File: src/design/record_exchange_sorter_defines.svh
// ----------------------------------------------------------------------------
// Record exchange sorter: assertion macros
// Shared assertion helpers; they expect clk and rst_n in the using scope.
// ----------------------------------------------------------------------------
`ifndef RECORD_EXCHANGE_SORTER_DEFINES_SVH
`define RECORD_EXCHANGE_SORTER_DEFINES_SVH

`ifndef NO_ASSERTIONS
// A property that must hold at every clock edge outside reset.
`define RES_ASSERT(lbl, prop) \
    lbl: assert property (@(posedge clk) disable iff (!rst_n) (prop)) \
        else $error("assertion failed: prop");
// A condition that must be followed by another one in the next cycle.
`define RES_ASSERT_NEXT(lbl, cond, nxt) \
    lbl: assert property (@(posedge clk) disable iff (!rst_n) (cond) |=> (nxt)) \
        else $error("assertion failed: cond then nxt");
`else
`define RES_ASSERT(lbl, prop)
`define RES_ASSERT_NEXT(lbl, cond, nxt)
`endif

`endif

File: src/design/res_ram.sv
// ----------------------------------------------------------------------------
// Generic simple dual-port RAM
// One write port and one read port; read data is registered.
// ----------------------------------------------------------------------------
`default_nettype none

module res_ram #(
    parameter int WIDTH = 8,
    parameter int DEPTH = 64
) (
    input  wire logic                     clk,
    input  wire logic                     wr_en,
    input  wire logic [$clog2(DEPTH)-1:0] wr_addr,
    input  wire logic [WIDTH-1:0]         wr_data,
    input  wire logic [$clog2(DEPTH)-1:0] rd_addr,
    output logic      [WIDTH-1:0]         rd_data
);

    logic [WIDTH-1:0] mem [DEPTH];

    always_ff @(posedge clk)
    begin
        if (wr_en)
        begin
            mem[wr_addr] <= wr_data;
        end
        rd_data <= mem[rd_addr];
    end

endmodule

`default_nettype wire
File: config.mk
export PLATFORM = sky130hd
export DESIGN_NAME = res_ram
export DESIGN_NICKNAME = d
export VERILOG_FILES = /design/src/design/record_exchange_sorter_defines.svh /design/src/design/res_ram.sv
export SDC_FILE = /design/constraint.sdc
export NUM_CORES = 1
export LEC_CHECK = 0
export BUFFER_PORTS_ARGS = -buffer_cell sky130_fd_sc_hd__buf_2
export CAP_MARGIN = 20
export CELL_PAD_IN_SITES_DETAIL_PLACEMENT = 1
export CELL_PAD_IN_SITES_GLOBAL_PLACEMENT = 1
export CORE_MARGIN = 2
export CORE_UTILIZATION = 53
export CTS_CLUSTER_SIZE = 28
export DETAILED_ROUTE_END_ITERATION = 7
export HOLD_SLACK_MARGIN = 0.1
export PLACE_DENSITY = 0.78
export SYNTH_ARGS = -nofsm -noshare
export SYNTH_HDL_FRONTEND = slang
export SYNTH_SLANG_ARGS = --single-unit
File: constraint.sdc
create_clock -name clk -period 3.75 [get_ports clk]
set_clock_uncertainty 0.05 [all_clocks]
set_input_delay 0 -clock clk [delete_from_list [all_inputs] [get_ports clk]]
set_output_delay 0 -clock clk [all_outputs]
set_load 0.01 [all_outputs]
Word level (Yosys, flattened, before mapping)
Memory sizes are Yosys's and may differ from the RTL's. A register that Yosys moved wholly into a read port is not among the register bits.
Index checks and enable logic that the tools add are counted.
{ "word_totals": {"register_bits": 0, "ramBits": 512, "out_inout_bits": 8, "elab_cells": 3, "n_memories": 1} }
{ "classes": {"mux": 2} }
{ "mem_list": {"columns": ["name", "words", "word_bits", "read_ports", "rd_ports_with_merged_regs", "wr", "line", "rtl"], "rows": [
  ["mem", 64, 8, 1, 1, 1, "res_ram.sv:19", "logic [WIDTH-1:0] mem [DEPTH];"]
]} }
{ "ops": {"columns": ["op", "n"], "rows": [
  ["$mux 1", 2]
]} }

Logic depth before layout (Yosys ltp)
{ "logic_depth": {"word_depth": 2, "ltp_mapped": 9, "mapped_depth_nobuf": 5} }

Worst setup path after synthesis
No wires, ideal clock.
{ "synth_path": {"kind": "reg-to-reg", "startpoint": "mem mem[29][4]", "endpoint": "reg rd_data[4], read port of mem", "setup_time_ns": 0.132, "t_arrival_ns": 1.560, "t_required_ns": 3.568, "setup_slack_ns": 2.008, "stages_incl_launch_ff": 6, "cell_sequence": "edfxtp_1 > mux4_2 > mux2_2 > o221a_2 > nor3_1 > o32ai_1"} }
{ "synth_lines": {"columns": ["element", "line", "rtl"], "rows": [
  ["start: declaration", "res_ram.sv:19", null],
  ["end: declaration", "res_ram.sv:16", "output logic [WIDTH-1:0] rd_data"]
]} }

Worst setup path after layout
{ "layout_path": {"startpoint": "in wr_addr[1]", "endpoint": "mem mem[43][5], enable pin"} }
{ "layout_lines": {"columns": ["element", "line", "rtl"], "rows": [
  ["start: declaration", "res_ram.sv:13", "input wire logic [$clog2(DEPTH)-1:0] wr_addr,"]
]} }
No word-level cell before the write port.

==> flow_results.xml <==
<?xml version="1.0" encoding="UTF-8"?>
<metrics>
  <group name="power">
    <metric name="peakVddDrop" unit="V">0.000387</metric>
    <metric name="cellLeakagePower" unit="nW">7.07</metric>
    <metric name="cellPowerDensity" unit="nW/µm²">530</metric>
  </group>
  <group name="synthesis">
    <metric name="post_synth.cell_area_avg" unit="µm²">21.5</metric>
    <metric name="synth_top_cells_by_area" unit="">sky130_fd_sc_hd__edfxtp_1 76%, sky130_fd_sc_hd__mux4_2 14%, sky130_fd_sc_hd__nor2_1 1.5%, sky130_fd_sc_hd__mux2i_1 1.1%, sky130_fd_sc_hd__dfxtp_1 0.79%</metric>
    <metric name="ys_types" unit="">40</metric>
    <metric name="synthFlopType" unit="">sky130_fd_sc_hd__edfxtp_1</metric>
    <metric name="synth.yosys.seq_area_share" unit="%">77.0</metric>
    <metric name="netlist_area" unit="µm²">20200</metric>
    <metric name="postSynthCellCount" unit="">940</metric>
    <metric name="yosysWarnings" unit="">0</metric>
    <metric name="synth_edf_count" unit="">512</metric>
    <metric name="yosys-top-cells-count" unit="">512 x sky130_fd_sc_hd__edfxtp_1, 126 x sky130_fd_sc_hd__mux4_2, 83 x sky130_fd_sc_hd__nor2_1, 23 x sky130_fd_sc_hd__mux2i_1, 19 x sky130_fd_sc_hd__nand2_1</metric>
    <metric name="yosysMostFrequentCell" unit="">sky130_fd_sc_hd__edfxtp_1</metric>
    <metric name="ys_ff_latch" unit="">520</metric>
    <metric name="synth.net_count" unit="">962</metric>
    <metric name="synth_top_area_cell" unit="">sky130_fd_sc_hd__edfxtp_1</metric>
    <metric name="post-synth-top-area-fraction" unit="%">76.2</metric>
    <metric name="synthArstFlopShare" unit="%">0</metric>
  </group>
  <group name="cells_and_area">
    <metric name="area_of_the_multi_input_gates" unit="µm²">4320</metric>
    <metric name="drive_above_1_share" unit="%">25.5</metric>
    <metric name="layout.filler_cells" unit="">3071</metric>
    <metric name="final_area" unit="µm²">22600</metric>
    <metric name="final_nets" unit="">1036</metric>
    <metric name="fin_cells" unit="">1564</metric>
    <metric name="synthToLayoutAreaGrowth" unit="%">12.3</metric>
    <metric name="regArea" unit="µm²">15500</metric>
    <metric name="n_antenna_cell" unit="">0</metric>
  </group>
  <group name="grt">
    <metric name="grt_remaining_overflow" unit="">0</metric>
    <metric name="grt_pass1_vias" unit="">10500</metric>
    <metric name="grt_start_max_net_pins" unit="">65</metric>
    <metric name="grt_util_all_layers" unit="%">26.0</metric>
    <metric name="antenna_found_initial" unit="">0</metric>
    <metric name="grt_first_pass_wirelength" unit="µm">72300</metric>
  </group>
  <group name="critical_path">
    <metric name="timing.critical_path.to_type" unit="">flop</metric>
    <metric name="worstPathArrival" unit="ns">2.54</metric>
    <metric name="cp-startpoint" unit="">wr_addr[1]</metric>
    <metric name="startpoint_type" unit="">input port</metric>
    <metric name="cp.required" unit="ns">3.92</metric>
    <metric name="regToRegStartpoint" unit="">mem[5][7]</metric>
    <metric name="timing_worst_setup_path_type" unit="">input port to flop</metric>
    <metric name="crit_path_max_fanout" unit="">10</metric>
  </group>
  <group name="route">
    <metric name="drc_errors" unit="">0</metric>
    <metric name="drt_pre_antenna_iters" unit="">5</metric>
    <metric name="remaining_antenna_violation_count" unit="">0</metric>
    <metric name="vias" unit="">9852</metric>
    <metric name="wl_per_cell" unit="µm">31.2</metric>
    <metric name="routed_wl" unit="µm">48800</metric>
    <metric name="drt-initial-drc-count" unit="">1069</metric>
    <metric name="avgViaCountPerCell" unit="">6.30</metric>
  </group>
  <group name="run">
    <metric name="max-cap-violations" unit="">0</metric>
  </group>
  <group name="timing">
    <metric name="fin_worst_hold_slack" unit="ns">0.173</metric>
    <metric name="max_clock_freq" unit="GHz">0.422</metric>
    <metric name="setup-tns-final" unit="ns">0</metric>
    <metric name="setup_repair_after_global_routing_missed_its_margin" unit="">no</metric>
    <metric name="setup_viol_count_final" unit="">0</metric>
    <metric name="timing.final.ws_setup" unit="ns">1.38</metric>
    <metric name="maxSlewViolCount" unit="">0</metric>
    <metric name="hold_viol" unit="">0</metric>
    <metric name="period_needed" unit="ns">2.37</metric>
    <metric name="final.period_utilization" unit="%">63.2</metric>
    <metric name="maxSlewHeadroom" unit="%">26.7</metric>
    <metric name="timing_worst_slew_pin_value" unit="ns">1.09</metric>
  </group>
  <group name="placed_design">
    <metric name="dp_hpwl" unit="µm">29700</metric>
    <metric name="pre_cts_slack" unit="ns">1.13</metric>
    <metric name="dpl.cell_count" unit="">1452</metric>
    <metric name="globalplace.congestion" unit="">0.785</metric>
    <metric name="post_dp_cell_area" unit="µm²">20800</metric>
    <metric name="port-buffer-count" unit="">29</metric>
  </group>
  <group name="floorplan">
    <metric name="rows" unit="">71</metric>
    <metric name="coreArea" unit="µm²">37600</metric>
    <metric name="floorplan.die.width" unit="µm">199</metric>
    <metric name="die-height" unit="µm">199</metric>
    <metric name="floorplan.initialDensity" unit="%">53.7</metric>
    <metric name="io_pins" unit="">30</metric>
    <metric name="die-area" unit="µm²">39600</metric>
  </group>
  <group name="cts">
    <metric name="max-clock-path-buffers" unit="">3</metric>
    <metric name="clock_tree.htree_level_count" unit="">2</metric>
    <metric name="cts_inserted_buffers" unit="">52</metric>
    <metric name="cts_num_sinks" unit="">520</metric>
    <metric name="cts.clk_slew.worst_paths" unit="ns">0.06</metric>
    <metric name="worst_skew_pair.late_latency" unit="ns">0.60</metric>
    <metric name="clockRootBuffer" unit="">sky130_fd_sc_hd__clkbuf_16</metric>
    <metric name="tritoncts_clock_tree" unit="">built</metric>
  </group>
  <group name="min_path">
    <metric name="startpoint_of_the_worst_hold_path" unit="">rd_addr[4]</metric>
    <metric name="hold_class" unit="">input port to flop</metric>
  </group>
  <group name="outcome">
    <metric name="run_status" unit="">complete, no violations</metric>
  </group>
</metrics>
[cell usage in the layout (no fill, tap or decap), drive strengths merged, types with 4 or more instances in the layout]
| cell type | instances |
|---|---|
| a211oi | 4 |
| a221oi | 6 |
| buf | 55 |
| clkbuf | 73 |
| clkinv | 16 |
| dfxtp | 8 |
| dlygate4sd3 | 15 |
| edfxtp | 512 |
| mux2 | 13 |
| mux2i | 23 |
| mux4 | 126 |
| nand2 | 19 |
| nand2b | 7 |
| nand3 | 13 |
| nor2 | 83 |
| nor2b | 14 |
| nor3 | 7 |
| o21ai | 4 |
| o221ai | 8 |
| o22ai | 8 |
[cells by family after synthesis]
family	Yosys count	share of synthesized area, %
buffers and inverters	51	1.57
and+or+nand+nor	153	3.39
muxes	162	15.9
DFF	520	77.0
AOI/OAI and AO/OA	54	2.07
[sequential cells by signal, indices dropped and copies added, names as in the netlist]
name / flops
mem: 512
rd_data: 8
[layer usage]
metal	track usage, %	share of wire, %
met5	0	0
met4	10.5	3.8
met3	3.75	6.4
met2	40.8	49
met1	37.4	41
[per-stage QoR]
step | util [%] | power [mW]
6_report | 60.3 | 12.0
2_1_floorplan | - | 6.91
4_1_cts | 60.0 | 12.1
5_1_grt | 60.3 | 12.3
3_5_place_dp | 55.5 | 7.18
3_3_place_gp | 55.4 | 7.15
[where the power goes]
group | switching, mW | internal [mW] | total, mW
Clock | 2.15 | 2.77 | 4.92
Combinational | 0.383 | 0.237 | 0.621
Sequential | 0.0237 | 6.43 | 6.46
[critical path: stages]
cell and delay, ns:
sky130_fd_sc_hd__dlygate4sd3_1 0.54, sky130_fd_sc_hd__buf_2 0.24, sky130_fd_sc_hd__nor2b_1 0.23, sky130_fd_sc_hd__nand3_1 0.59, sky130_fd_sc_hd__nor2_1 0.94
[final timing paths]
check / end / cells after the start / slack, ns
setup / recovery: mem[43][5] / 5 / 1.38
hold / removal: rd_data[1] / 3 / 0.17
setup reg to reg: rd_data[7] / 4 / 1.59
hold reg to reg: rd_data[6] / 3 / 0.80
[timing repair]
action / 4_1_cts / 5_1_grt
resized for setup: 0 / 0
hold buffers: 12 / 3
hold endpoints to repair: 241 / 192
buffers inserted: 0 / 0
[layout make-up]
type,count,area share (%)
clock inverters,21,0.718
multi-input cells,369,19.1
repair buffers,71,2.55
clock buffers,72,6.26
well taps,511,2.82
flip-flops and latches,520,68.6
No activity file was read; power rests on OpenSTA's default activity.
